File: config.mk
export PLATFORM = sky130hd
export DESIGN_NAME = rgb_window_convolve_intensity_core_flat
export DESIGN_NICKNAME = d
export VERILOG_FILES = /design/src/rtl/core/rwci_pkg.sv /design/src/rtl/core/rwci_ifs.sv /design/src/rtl/core/rgb_window_convolve_intensity_core.sv /design/src/flat_wrapper.sv
export SDC_FILE = /design/constraint.sdc
export NUM_CORES = 2
export LEC_CHECK = 0
export BUFFER_PORTS_ARGS = -buffer_cell sky130_fd_sc_hd__buf_4
export CAP_MARGIN = 40
export CORE_ASPECT_RATIO = 0.75
export CORE_MARGIN = 8
export CORE_UTILIZATION = 36
export CTS_BUF_LIST = sky130_fd_sc_hd__clkbuf_2
export CTS_CLUSTER_SIZE = 10
export DETAILED_ROUTE_END_ITERATION = 10
export MAX_ROUTING_LAYER = met4
export PLACE_DENSITY = 0.59
export SLEW_MARGIN = 20
export SYNTH_ARGS = -nofsm -noshare
export SYNTH_HDL_FRONTEND = slang
export SYNTH_SLANG_ARGS = --single-unit
export TNS_END_PERCENT = 5
File: constraint.sdc
create_clock -name i_clk -period 24.1 [get_ports i_clk]
set_input_delay 2.41 -clock i_clk [delete_from_list [all_inputs] [get_ports i_clk]]
set_output_delay 2.41 -clock i_clk [all_outputs]
set_load 0.005 [all_outputs]
File: src/rtl/core/rwci_pkg.sv
package rwci_pkg;

    localparam int MAX_TAPS_DEFAULT = 64;
    localparam int IDX_W            = 6;
    localparam int IDX_SLOTS        = 1 << IDX_W;
    localparam int COEF_W           = 16;
    localparam int PIX_W            = 8;
    localparam int POS_W            = 12;
    localparam int PROD_W           = COEF_W + PIX_W;
    localparam int ACC_W            = 32;
    localparam int SUM_W            = 24;
    localparam int INT_W            = 8;
    localparam int LUMA_P_W         = SUM_W + COEF_W;
    localparam int LUMA_Y_W         = LUMA_P_W + 2;
    localparam int TOT_W            = SUM_W + 2;
    localparam int AVG_T_W          = TOT_W - COEF_W;
    localparam int AVG_P_W          = 2 * AVG_T_W;

    localparam logic [COEF_W-1:0]  LUMA_WR = 16'd19595;
    localparam logic [COEF_W-1:0]  LUMA_WG = 16'd38470;
    localparam logic [COEF_W-1:0]  LUMA_WB = 16'd7471;

    // floor(t / 3) = (t * 683) >> 11 for t < 768
    localparam logic [AVG_T_W-1:0] AVG_RECIP = 10'd683;
    localparam int                 AVG_SHIFT = 11;

    localparam logic [SUM_W-1:0]   SUM_MAX = {SUM_W{1'b1}};
    localparam logic [ACC_W-1:0]   ACC_MAX = {ACC_W{1'b1}};

    localparam logic               MODE_LOAD  = 1'b0;
    localparam logic               MODE_PIXEL = 1'b1;
    localparam logic               INT_AVG    = 1'b0;
    localparam logic               INT_LUMA   = 1'b1;

    localparam int OUT_FIFO_DEPTH = 8;

    typedef struct packed {
        logic [POS_W-1:0] out_row;
        logic [POS_W-1:0] out_col;
        logic [SUM_W-1:0] sum_r;
        logic [SUM_W-1:0] sum_g;
        logic [SUM_W-1:0] sum_b;
        logic [INT_W-1:0] intensity;
        logic             overflow;
    } t_result;

endpackage

File: src/rtl/core/rwci_ifs.sv
interface rwci_pix_if
    import rwci_pkg::*;
();
    logic              valid;
    logic              ready;
    logic              mode;
    logic [IDX_W-1:0]  coeff_index;
    logic [COEF_W-1:0] coeff_value;
    logic [PIX_W-1:0]  pixel_r;
    logic [PIX_W-1:0]  pixel_g;
    logic [PIX_W-1:0]  pixel_b;
    logic              last_pixel;
    logic [POS_W-1:0]  cell_row;
    logic [POS_W-1:0]  cell_col;

    modport source (output valid, mode, coeff_index, coeff_value, pixel_r, pixel_g, pixel_b,
                    last_pixel, cell_row, cell_col, input ready);
    modport sink   (input valid, mode, coeff_index, coeff_value, pixel_r, pixel_g, pixel_b,
                    last_pixel, cell_row, cell_col, output ready);
endinterface

interface rwci_res_if
    import rwci_pkg::*;
();
    logic             valid;
    logic             ready;
    logic [POS_W-1:0] out_row;
    logic [POS_W-1:0] out_col;
    logic [SUM_W-1:0] sum_r;
    logic [SUM_W-1:0] sum_g;
    logic [SUM_W-1:0] sum_b;
    logic [INT_W-1:0] intensity;
    logic             overflow;

    modport source (output valid, out_row, out_col, sum_r, sum_g, sum_b, intensity, overflow,
                    input ready);
    modport sink   (input valid, out_row, out_col, sum_r, sum_g, sum_b, intensity, overflow,
                    output ready);
endinterface

interface rwci_cfg_if;
    logic valid;
    logic ready;
    logic data;

    modport source (output valid, data, input ready);
    modport sink   (input valid, data, output ready);
endinterface

File: src/rtl/core/rgb_window_convolve_intensity_core.sv
// RGB window convolution with intensity.
//
// i_in (sink): one word per handshake. mode 0 loads coeff_value into slot
// coeff_index; mode 1 is a window pixel in raster order, last_pixel closing
// the window. Pixels use the coefficient slots in order from slot 0.
// o_out (source): one word per closed window: position, Q8.16 channel sums
// saturated with an overflow flag, and the intensity picked by i_cfg.
// i_cfg (sink): one-bit intensity mode, 0 average, 1 luma; always ready.
//
// Throughput is one input word per cycle while i_in.ready is high. A result
// passes coefficient memory read, multiply, accumulate, luma/average
// multiply, and final sum and select before entering the output FIFO.
// Results queue in an 8-word output FIFO; a credit count covers words in
// flight, so input is held off only when 8 results are outstanding while
// the receiver stalls. Non-last pixels keep flowing otherwise.
// Reset clears the tap counter, accumulators, mode, FIFO pointers and all
// valid bits; coefficient memory contents are undefined until loaded.
module rgb_window_convolve_intensity_core
    import rwci_pkg::*;
#(
    parameter int MAX_TAPS = MAX_TAPS_DEFAULT
) (
    input  logic       i_clk,
    input  logic       i_rst_n,
    rwci_pix_if.sink   i_in,
    rwci_cfg_if.sink   i_cfg,
    rwci_res_if.source o_out
);

    localparam int STORE_DEPTH = (MAX_TAPS < IDX_SLOTS) ? MAX_TAPS : IDX_SLOTS;
    localparam int TAP_W       = (STORE_DEPTH > 1) ? $clog2(STORE_DEPTH) : 1;
    localparam int FPTR_W      = $clog2(OUT_FIFO_DEPTH);
    localparam int CNT_W       = $clog2(OUT_FIFO_DEPTH + 1);

    logic [COEF_W-1:0] r_mem [STORE_DEPTH];

    logic              r_intensity_mode;
    logic [TAP_W-1:0]  r_tap, n_tap;

    // stage 1: coefficient read
    logic              r_v1, r_last1;
    logic [COEF_W-1:0] r_coef1;
    logic [PIX_W-1:0]  r_pr1, r_pg1, r_pb1;
    logic [POS_W-1:0]  r_row1, r_col1;

    // stage 2: products
    logic              r_v2, r_last2;
    logic [PROD_W-1:0] r_mr2, r_mg2, r_mb2;
    logic [POS_W-1:0]  r_row2, r_col2;

    logic [ACC_W-1:0]  r_acc_r, r_acc_g, r_acc_b;
    logic [ACC_W-1:0]  n_acc_r, n_acc_g, n_acc_b;

    // stage 3: clipped sums
    logic              r_v3, r_ovf3;
    logic [SUM_W-1:0]  r_sr3, r_sg3, r_sb3;
    logic [POS_W-1:0]  r_row3, r_col3;

    // stage 4: luma products and average numerator
    logic                r_v4, r_ovf4;
    logic [SUM_W-1:0]    r_sr4, r_sg4, r_sb4;
    logic [POS_W-1:0]    r_row4, r_col4;
    logic [LUMA_P_W-1:0] r_lr4, r_lg4, r_lb4;
    logic [AVG_T_W-1:0]  r_t4;

    logic [TOT_W-1:0]    tot3;
    logic [LUMA_Y_W-1:0] luma_y;
    logic [AVG_P_W-1:0]  avg_p;
    logic [INT_W-1:0]    inten;

    t_result           r_fifo [OUT_FIFO_DEPTH];
    logic [FPTR_W-1:0] r_wr, r_rd;
    logic [CNT_W-1:0]  r_fcnt, r_cnt;

    logic acc_in, acc_out, win_end;

    function automatic logic [ACC_W-1:0] sat_add(input logic [ACC_W-1:0] a,
                                                 input logic [PROD_W-1:0] p);
        logic [ACC_W:0] t;
        t = {1'b0, a} + {{(ACC_W + 1 - PROD_W){1'b0}}, p};
        return t[ACC_W] ? ACC_MAX : t[ACC_W-1:0];
    endfunction

    function automatic logic [SUM_W-1:0] clip(input logic [ACC_W-1:0] a);
        return (a > {{(ACC_W - SUM_W){1'b0}}, SUM_MAX}) ? SUM_MAX : a[SUM_W-1:0];
    endfunction

    assign i_cfg.ready = 1'b1;
    assign i_in.ready  = (r_cnt < CNT_W'(OUT_FIFO_DEPTH));
    assign acc_in      = i_in.valid && i_in.ready;
    assign acc_out     = o_out.valid && o_out.ready;
    assign win_end     = acc_in && (i_in.mode == MODE_PIXEL) && i_in.last_pixel;

    always_ff @(posedge i_clk) begin
        if (!i_rst_n) begin
            r_intensity_mode <= INT_AVG;
        end else if (i_cfg.valid) begin
            r_intensity_mode <= i_cfg.data;
        end
    end

    // coefficient memory: write on load words, read at the tap pointer
    always_ff @(posedge i_clk) begin
        if (acc_in && (i_in.mode == MODE_LOAD)
            && ({{(32 - IDX_W){1'b0}}, i_in.coeff_index} < 32'(STORE_DEPTH))) begin
            r_mem[i_in.coeff_index[TAP_W-1:0]] <= i_in.coeff_value;
        end
        r_coef1 <= r_mem[r_tap];
    end

    always_comb begin
        n_tap = r_tap;
        if (acc_in && (i_in.mode == MODE_PIXEL)) begin
            if (i_in.last_pixel || (r_tap == TAP_W'(STORE_DEPTH - 1))) begin
                n_tap = '0;
            end else begin
                n_tap = r_tap + 1'b1;
            end
        end
    end

    always_comb begin
        n_acc_r = sat_add(r_acc_r, r_mr2);
        n_acc_g = sat_add(r_acc_g, r_mg2);
        n_acc_b = sat_add(r_acc_b, r_mb2);
    end

    always_ff @(posedge i_clk) begin
        if (!i_rst_n) begin
            r_tap   <= '0;
            r_v1    <= 1'b0;
            r_v2    <= 1'b0;
            r_v3    <= 1'b0;
            r_v4    <= 1'b0;
            r_acc_r <= '0;
            r_acc_g <= '0;
            r_acc_b <= '0;
        end else begin
            r_tap <= n_tap;
            r_v1  <= acc_in && (i_in.mode == MODE_PIXEL);
            r_v2  <= r_v1;
            r_v3  <= r_v2 && r_last2;
            r_v4  <= r_v3;
            if (r_v2) begin
                if (r_last2) begin
                    r_acc_r <= '0;
                    r_acc_g <= '0;
                    r_acc_b <= '0;
                end else begin
                    r_acc_r <= n_acc_r;
                    r_acc_g <= n_acc_g;
                    r_acc_b <= n_acc_b;
                end
            end
        end
    end

    assign tot3 = {2'b00, r_sr3} + {2'b00, r_sg3} + {2'b00, r_sb3};

    always_ff @(posedge i_clk) begin
        r_last1 <= i_in.last_pixel;
        r_pr1   <= i_in.pixel_r;
        r_pg1   <= i_in.pixel_g;
        r_pb1   <= i_in.pixel_b;
        r_row1  <= i_in.cell_row;
        r_col1  <= i_in.cell_col;

        r_last2 <= r_last1;
        r_mr2   <= r_coef1 * r_pr1;
        r_mg2   <= r_coef1 * r_pg1;
        r_mb2   <= r_coef1 * r_pb1;
        r_row2  <= r_row1;
        r_col2  <= r_col1;

        r_sr3   <= clip(n_acc_r);
        r_sg3   <= clip(n_acc_g);
        r_sb3   <= clip(n_acc_b);
        r_ovf3  <= (n_acc_r > {{(ACC_W - SUM_W){1'b0}}, SUM_MAX})
                || (n_acc_g > {{(ACC_W - SUM_W){1'b0}}, SUM_MAX})
                || (n_acc_b > {{(ACC_W - SUM_W){1'b0}}, SUM_MAX});
        r_row3  <= r_row2;
        r_col3  <= r_col2;

        r_sr4   <= r_sr3;
        r_sg4   <= r_sg3;
        r_sb4   <= r_sb3;
        r_ovf4  <= r_ovf3;
        r_row4  <= r_row3;
        r_col4  <= r_col3;
        r_lr4   <= r_sr3 * LUMA_WR;
        r_lg4   <= r_sg3 * LUMA_WG;
        r_lb4   <= r_sb3 * LUMA_WB;
        r_t4    <= tot3[TOT_W-1:COEF_W];
    end

    always_comb begin
        luma_y = {2'b00, r_lr4} + {2'b00, r_lg4} + {2'b00, r_lb4};
        avg_p  = r_t4 * AVG_RECIP;
        if (r_intensity_mode == INT_LUMA) begin
            inten = luma_y[2*COEF_W +: INT_W];
        end else begin
            inten = avg_p[AVG_SHIFT +: INT_W];
        end
    end

    // output FIFO, credit count covers words still in the pipe
    always_ff @(posedge i_clk) begin
        if (r_v4) begin
            r_fifo[r_wr] <= '{out_row:   r_row4,
                              out_col:   r_col4,
                              sum_r:     r_sr4,
                              sum_g:     r_sg4,
                              sum_b:     r_sb4,
                              intensity: inten,
                              overflow:  r_ovf4};
        end
    end

    always_ff @(posedge i_clk) begin
        if (!i_rst_n) begin
            r_wr   <= '0;
            r_rd   <= '0;
            r_fcnt <= '0;
            r_cnt  <= '0;
        end else begin
            if (r_v4) begin
                r_wr <= (r_wr == FPTR_W'(OUT_FIFO_DEPTH - 1)) ? '0 : r_wr + 1'b1;
            end
            if (acc_out) begin
                r_rd <= (r_rd == FPTR_W'(OUT_FIFO_DEPTH - 1)) ? '0 : r_rd + 1'b1;
            end
            r_fcnt <= r_fcnt + CNT_W'(r_v4) - CNT_W'(acc_out);
            r_cnt  <= r_cnt + CNT_W'(win_end) - CNT_W'(acc_out);
        end
    end

    assign o_out.valid     = (r_fcnt != '0);
    assign o_out.out_row   = r_fifo[r_rd].out_row;
    assign o_out.out_col   = r_fifo[r_rd].out_col;
    assign o_out.sum_r     = r_fifo[r_rd].sum_r;
    assign o_out.sum_g     = r_fifo[r_rd].sum_g;
    assign o_out.sum_b     = r_fifo[r_rd].sum_b;
    assign o_out.intensity = r_fifo[r_rd].intensity;
    assign o_out.overflow  = r_fifo[r_rd].overflow;

    a_credit_bound: assert property (@(posedge i_clk) disable iff (!i_rst_n)
        (r_cnt <= CNT_W'(OUT_FIFO_DEPTH)) && (r_fcnt <= r_cnt))
        else $error("output credit count out of range");

    a_tap_restart: assert property (@(posedge i_clk) disable iff (!i_rst_n)
        win_end |=> (r_tap == '0))
        else $error("tap pointer not cleared at window end");

    a_result_latency: assert property (@(posedge i_clk) disable iff (!i_rst_n)
        win_end |=> ##3 r_v4)
        else $error("window result lost in pipeline");

    a_ovf_sat: assert property (@(posedge i_clk) disable iff (!i_rst_n)
        (o_out.valid && o_out.overflow) |->
            ((o_out.sum_r == SUM_MAX) || (o_out.sum_g == SUM_MAX) || (o_out.sum_b == SUM_MAX)))
        else $error("overflow flagged without a saturated sum");

    a_acc_clear: assert property (@(posedge i_clk) disable iff (!i_rst_n)
        (r_v2 && r_last2) |=> ((r_acc_r == '0) && (r_acc_g == '0) && (r_acc_b == '0)))
        else $error("accumulators not cleared after window");

endmodule

File: src/flat_wrapper.sv
// flat-port wrapper written by rule: the top's interface ports become plain ports
module rgb_window_convolve_intensity_core_flat import rwci_pkg::*;
#(
    parameter int MAX_TAPS = MAX_TAPS_DEFAULT
)
  (i_clk, i_rst_n, i_in_valid, i_in_mode, i_in_coeff_index, i_in_coeff_value, i_in_pixel_r, i_in_pixel_g, i_in_pixel_b, i_in_last_pixel, i_in_cell_row, i_in_cell_col, i_in_ready, i_cfg_valid, i_cfg_data, i_cfg_ready, o_out_valid, o_out_out_row, o_out_out_col, o_out_sum_r, o_out_sum_g, o_out_sum_b, o_out_intensity, o_out_overflow, o_out_ready);
  rwci_pix_if i_in_i ();
  rwci_cfg_if i_cfg_i ();
  rwci_res_if o_out_i ();
  input  logic i_clk;
  input  logic i_rst_n;
  input wire logic [$bits(i_in_i.valid)-1:0] i_in_valid;
  input wire logic [$bits(i_in_i.mode)-1:0] i_in_mode;
  input wire logic [$bits(i_in_i.coeff_index)-1:0] i_in_coeff_index;
  input wire logic [$bits(i_in_i.coeff_value)-1:0] i_in_coeff_value;
  input wire logic [$bits(i_in_i.pixel_r)-1:0] i_in_pixel_r;
  input wire logic [$bits(i_in_i.pixel_g)-1:0] i_in_pixel_g;
  input wire logic [$bits(i_in_i.pixel_b)-1:0] i_in_pixel_b;
  input wire logic [$bits(i_in_i.last_pixel)-1:0] i_in_last_pixel;
  input wire logic [$bits(i_in_i.cell_row)-1:0] i_in_cell_row;
  input wire logic [$bits(i_in_i.cell_col)-1:0] i_in_cell_col;
  output wire logic [$bits(i_in_i.ready)-1:0] i_in_ready;
  input wire logic [$bits(i_cfg_i.valid)-1:0] i_cfg_valid;
  input wire logic [$bits(i_cfg_i.data)-1:0] i_cfg_data;
  output wire logic [$bits(i_cfg_i.ready)-1:0] i_cfg_ready;
  output wire logic [$bits(o_out_i.valid)-1:0] o_out_valid;
  output wire logic [$bits(o_out_i.out_row)-1:0] o_out_out_row;
  output wire logic [$bits(o_out_i.out_col)-1:0] o_out_out_col;
  output wire logic [$bits(o_out_i.sum_r)-1:0] o_out_sum_r;
  output wire logic [$bits(o_out_i.sum_g)-1:0] o_out_sum_g;
  output wire logic [$bits(o_out_i.sum_b)-1:0] o_out_sum_b;
  output wire logic [$bits(o_out_i.intensity)-1:0] o_out_intensity;
  output wire logic [$bits(o_out_i.overflow)-1:0] o_out_overflow;
  input wire logic [$bits(o_out_i.ready)-1:0] o_out_ready;
  assign i_in_i.valid = i_in_valid;
  assign i_in_i.mode = i_in_mode;
  assign i_in_i.coeff_index = i_in_coeff_index;
  assign i_in_i.coeff_value = i_in_coeff_value;
  assign i_in_i.pixel_r = i_in_pixel_r;
  assign i_in_i.pixel_g = i_in_pixel_g;
  assign i_in_i.pixel_b = i_in_pixel_b;
  assign i_in_i.last_pixel = i_in_last_pixel;
  assign i_in_i.cell_row = i_in_cell_row;
  assign i_in_i.cell_col = i_in_cell_col;
  assign i_in_ready = i_in_i.ready;
  assign i_cfg_i.valid = i_cfg_valid;
  assign i_cfg_i.data = i_cfg_data;
  assign i_cfg_ready = i_cfg_i.ready;
  assign o_out_valid = o_out_i.valid;
  assign o_out_out_row = o_out_i.out_row;
  assign o_out_out_col = o_out_i.out_col;
  assign o_out_sum_r = o_out_i.sum_r;
  assign o_out_sum_g = o_out_i.sum_g;
  assign o_out_sum_b = o_out_i.sum_b;
  assign o_out_intensity = o_out_i.intensity;
  assign o_out_overflow = o_out_i.overflow;
  assign o_out_i.ready = o_out_ready;
  rgb_window_convolve_intensity_core #(.MAX_TAPS(MAX_TAPS)) u_core (.i_clk(i_clk), .i_rst_n(i_rst_n), .i_in(i_in_i), .i_cfg(i_cfg_i), .o_out(o_out_i));
endmodule
Word-level counts from Yosys, hierarchy flattened
Memory sizes are Yosys's and may differ from the RTL's. A register that Yosys moved wholly into a read port is not among the register bits.
Cells that the tools add are included.
- output and inout port bits: 108
- word-level logic and storage cells: 98
- input port bits: 78
- flip-flop bits (word level): 586
- memories kept: 2
- bits in writable memories: 1864
- bitwise operators: 1
- muxes and demuxes: 16
- $mul: 7
- reductions and logical operators: 10
- magnitude comparators: 4
- add/sub/neg operators: 14
- equal/unequal tests: 3
- memory list (name ; depth ; width ; rd ports ; clocked after Yosys merged registers in ; wr ports ; line ; source):
    u_core.r_mem ; 64 ; 16 ; 1 ; 1 ; 1 ; rgb_window_convolve_intensity_core.sv:35 ; logic [COEF_W-1:0] r_mem [STORE_DEPTH];
    u_core.r_fifo ; 8 ; 105 ; 1 ; 1 ; 1 ; rgb_window_convolve_intensity_core.sv:71 ; t_result r_fifo [OUT_FIFO_DEPTH];
- operator list (operator ; count):
    $mux 32 ; 6
    $add 32x24->33 ; 3
    $gt 32x24->1 const B ; 3
    $mul 24x15->39 const B ; 2
    $mul 16x8->24 ; 3
    $add 39x40->40 ; 1
    $add 40x37->40 ; 1
    $mul 24x13->37 const B ; 1
    $add 26x24->26 ; 1
    $add 24x24->25 ; 1
    $mul 10x10->19 const B ; 1
    $mux 3 ; 4
    $add 4x1->4 ; 2
    $mux 8 ; 1
    $sub 4x1->4 ; 2
    $add 3x1->3 const B ; 2
    $add 6x1->6 const B ; 1
    $eq 3x3->1 const B ; 2
    $eq 6x6->1 const B ; 1
    $logic_and 1x1->1 ; 6
    $mux 6 ; 1
    $lt 4x4->1 const B ; 1
    $mux 1 ; 4
    $reduce_bool 4->1 ; 1
    other kinds (2) ; 4

Longest topological paths before layout
- depth in word-level cells: 6
- depth in mapped cells: 23

Least setup slack after synthesis
Ideal clock, no wire load.
- path kind: register to register
- start: register u_core.r_v4
- end: memory u_core.r_fifo[0][0] in the netlist's numbering (enable)
- data required time: 23402 ps
- arrival time: 7617 ps
- setup slack: 15786 ps
- stages on the path, launching flop included: 3
- setup time: 698 ps
- clock period less this slack: 8314 ps
- cells stage by stage: dfxtp_1 -> nand2b_1 -> nor3_1
- cells in the longest elaborated chain, start to end: 2
- ends and longest elaborated chain (item ; line ; source):
    start: declaration ; rgb_window_convolve_intensity_core.sv:60 ; logic r_v4, r_ovf4;
    start signal: assignment ; rgb_window_convolve_intensity_core.sv:143 ; r_v4 <= r_v3;
    $mux 1 ; rgb_window_convolve_intensity_core.sv:208 ; if (r_v4) begin
    $mux 1 (not written as such) ; rgb_window_convolve_intensity_core.sv:209 ; r_fifo[r_wr] <= '{out_row: r_row4,
    end: declaration ; rgb_window_convolve_intensity_core.sv:71 ;
No other way between the ends.

==> reports/metrics.cfg <==
[timing]
setup_viol = 0
finalCriticalPeriod_ns = 8.62
hold_violations = 0
fin_skew_ns = 0.251
relSlewSlack = 0.299
period_share = 0.358
fin_setup_tns_ns = 0
clock.fmax_mhz = 116
slew_viol_final = 0
hold_ws_ns = 0.307
tightest_slew_ns = 1.05
rsz0062_at_grt = no

[clock_network]
postCtsSetupRepairBufs = 0
cts_buffers = 595
post_cts_resized = 0
path_clk_slew_ns = 0.11
cts_tree = yes
clk_latency_ns = 2.14
clock-sinks = 2466
hold_buffers = 0
htreeDepth = 6
cts_buffer_depth = 4
cts_root_buf = clkbuf_2

[synthesis]
synth.area.top_cells = edfxtp_1 (45%), fa_1 (10%), mux4_2 (9.9%)
synth.top_cell.area_share = 0.453
yosysSeqAreaShare = 0.550
synth_top_cells_by_count = edfxtp_1 (1864), inv_1 (1008), ha_1 (822)
synthCells = 8294
synthFlopType = edfxtp_1
netlist_area_um2 = 124000
yosysUniqueCellTypes = 91
synth-edff-count = 1864
ys_async_sr_fraction = 0
synth_area_leader_cell = edfxtp_1
synth_most_common_cell = edfxtp_1
synth_seq_cells = 2466
avgSynthCellArea_um2 = 14.9
yosys_warnings = 0
synth_fp_nets = 9823

[worst_setup_path]
cp_max_fo = 36
crit_top_cell = buf_4
required_ns = 21.69
cp_cell_sequence = buf_4 -> buf_4 -> buf_12 -> buf_4 -> buf_16 -> mux4_2 -> mux2_2 -> buf_4
crit_type = flip-flop to output port
worst_setup_path_start_kind = flip-flop
cp-end-kind = output port
slowest_delay_ns = 0.86
slowest_stage = dfxtp_4
critical-path-top-delay-family = buffers and inverters
crit_arrival_ns = 6.21
critPathBufInv = 6

[global_routing]
grt_pass1_wl_mm = 458
grt_max_degree = 134
grt_pass1_vias = 73301
grt_usage = 0.169
overflow = 0
antenna_found_initial = 33

[placement]
place_hpwl_mm = 205
io_buffers = 184
place_area_um2 = 132000
gp_congestion = 0.881

[route]
wl_per_cell_um = 21.7
viasPerCell = 5.05
num_vias = 70705
drc = 0
drt_wl_total_mm = 303
drt-pass1-iter-count = 6
drt_iter0_drc = 6006
ant_nets = 0

[cells_and_area]
nNetsFinal = 10526
drive_gt1_frac = 0.215
syn_to_final_growth_pct = 11.0
design_area_um2 = 137000
multiInputGateArea_um2 = 50900
post-route-util = 0.401
fillCellCount = 31680
ff_latch_area_um2 = 68100

[worst_hold_path]
hold_path.class = flip-flop to flip-flop

[floorplanning]
start_util = 0.361
die_w_um = 693
boundaryPins = 186
dieArea_um2 = 363000
rows = 186
die_h_um = 524
placeableCoreArea_um2 = 342000

[flow_run]
cap_violations = 0

[outcome]
status = completed

==> registers in the layout, indices dropped and copies added, names as in the netlist, 32 cells and up, named ones only <==
signal,count
u_core.r_lb4,36
u_core.r_lr4,38
u_core.r_fifo,840
u_core.r_lg4,38
u_core.r_mem,1024
u_core.r_acc_g,32
u_core.r_acc_b,32
u_core.r_acc_r,32
==> layout make-up <==
| type | instances | area share |
|---|---|---|
| Multi-Input combinational cell | 4563 | 0.371 |
| Clock buffer | 862 | 0.0314 |
| Tap cell | 4512 | 0.0411 |
| Timing Repair Buffer | 360 | 0.0241 |
| Sequential cell | 2466 | 0.496 |
| Inverter | 1011 | 0.0276 |
| Antenna cell | 39 | 0.000711 |
| Clock inverter | 176 | 0.00848 |
==> placed cells by master (no fill, tap or decap), types with 36 or more instances in the layout <==
cell type	instances
nor3_1	57
edfxtp_1	1864
ha_1	822
o21bai_1	37
a211oi_1	38
o21ai_0	135
o21a_1	49
xnor2_1	192
mux2_2	107
clkbuf_2	862
fa_1	629
a31oi_1	36
diode_2	39
dfxtp_1	594
a21oi_1	253
mux4_2	546
and3_1	42
nand2_1	391
xor2_1	67
a21o_1	110
a2bb2oi_1	36
nor2_1	357
inv_1	1008
buf_4	321
clkinv_1	108
nand3_1	73
and2_1	249
==> cell families (layout without fill, tap and decap cells) <==
logic type                 after synthesis  in the layout  synth area share
xor gates and xnor gates               259            259            0.0183
muxes                                  660            660             0.110
and+or+nand+nor                       1326           1326            0.0515
AOI/OAI and AO/OA                      866            866            0.0466
DFF                                   2466           2466             0.550
adders and majority gates             1451           1451             0.185
buffers and inverters                 1265           2409            0.0387
other                                    1             40         0.0000303
==> metal layers <==
layer | up-vias | part of all wire | global-route usage
li1 | 31808 | - | -
met1 | 36205 | 0.48 | 0.249
met2 | 2283 | 0.43 | 0.241
met3 | 409 | 0.066 | 0.0304
met4 | 0 | 0.018 | 0.0398
met5 | - | 0 | -
==> final timing paths <==
kind / startpoint / end / slack [ns] / depth (start not counted)
max: flip-flop / o_out_sum_b[15] / 15.48 / 8
min: u_core.r_row1[10]$_DFF_P_ / u_core.r_row2[10]$_DFF_P_ / 0.31 / 0
max reg2reg: u_core.r_sb3[14]$_SDFF_PP1_ / u_core.r_lb4[35]$_DFF_P_ / 17.24 / 21
min reg2reg: u_core.r_row1[10]$_DFF_P_ / u_core.r_row2[10]$_DFF_P_ / 0.31 / 0
==> per-stage QoR <==
step / instances / worst slack, ns
CTS: 13942 / 14.92
detailed placement: 12904 / 17.30
global placement: 12873 / 17.02
finish: 13989 / 15.48
floorplan: 8294 / 15.79
global route: 13979 / 14.72
Power is not shown: default switching activity piles up to over one toggle a cycle in this logic, so the estimate is an artifact.
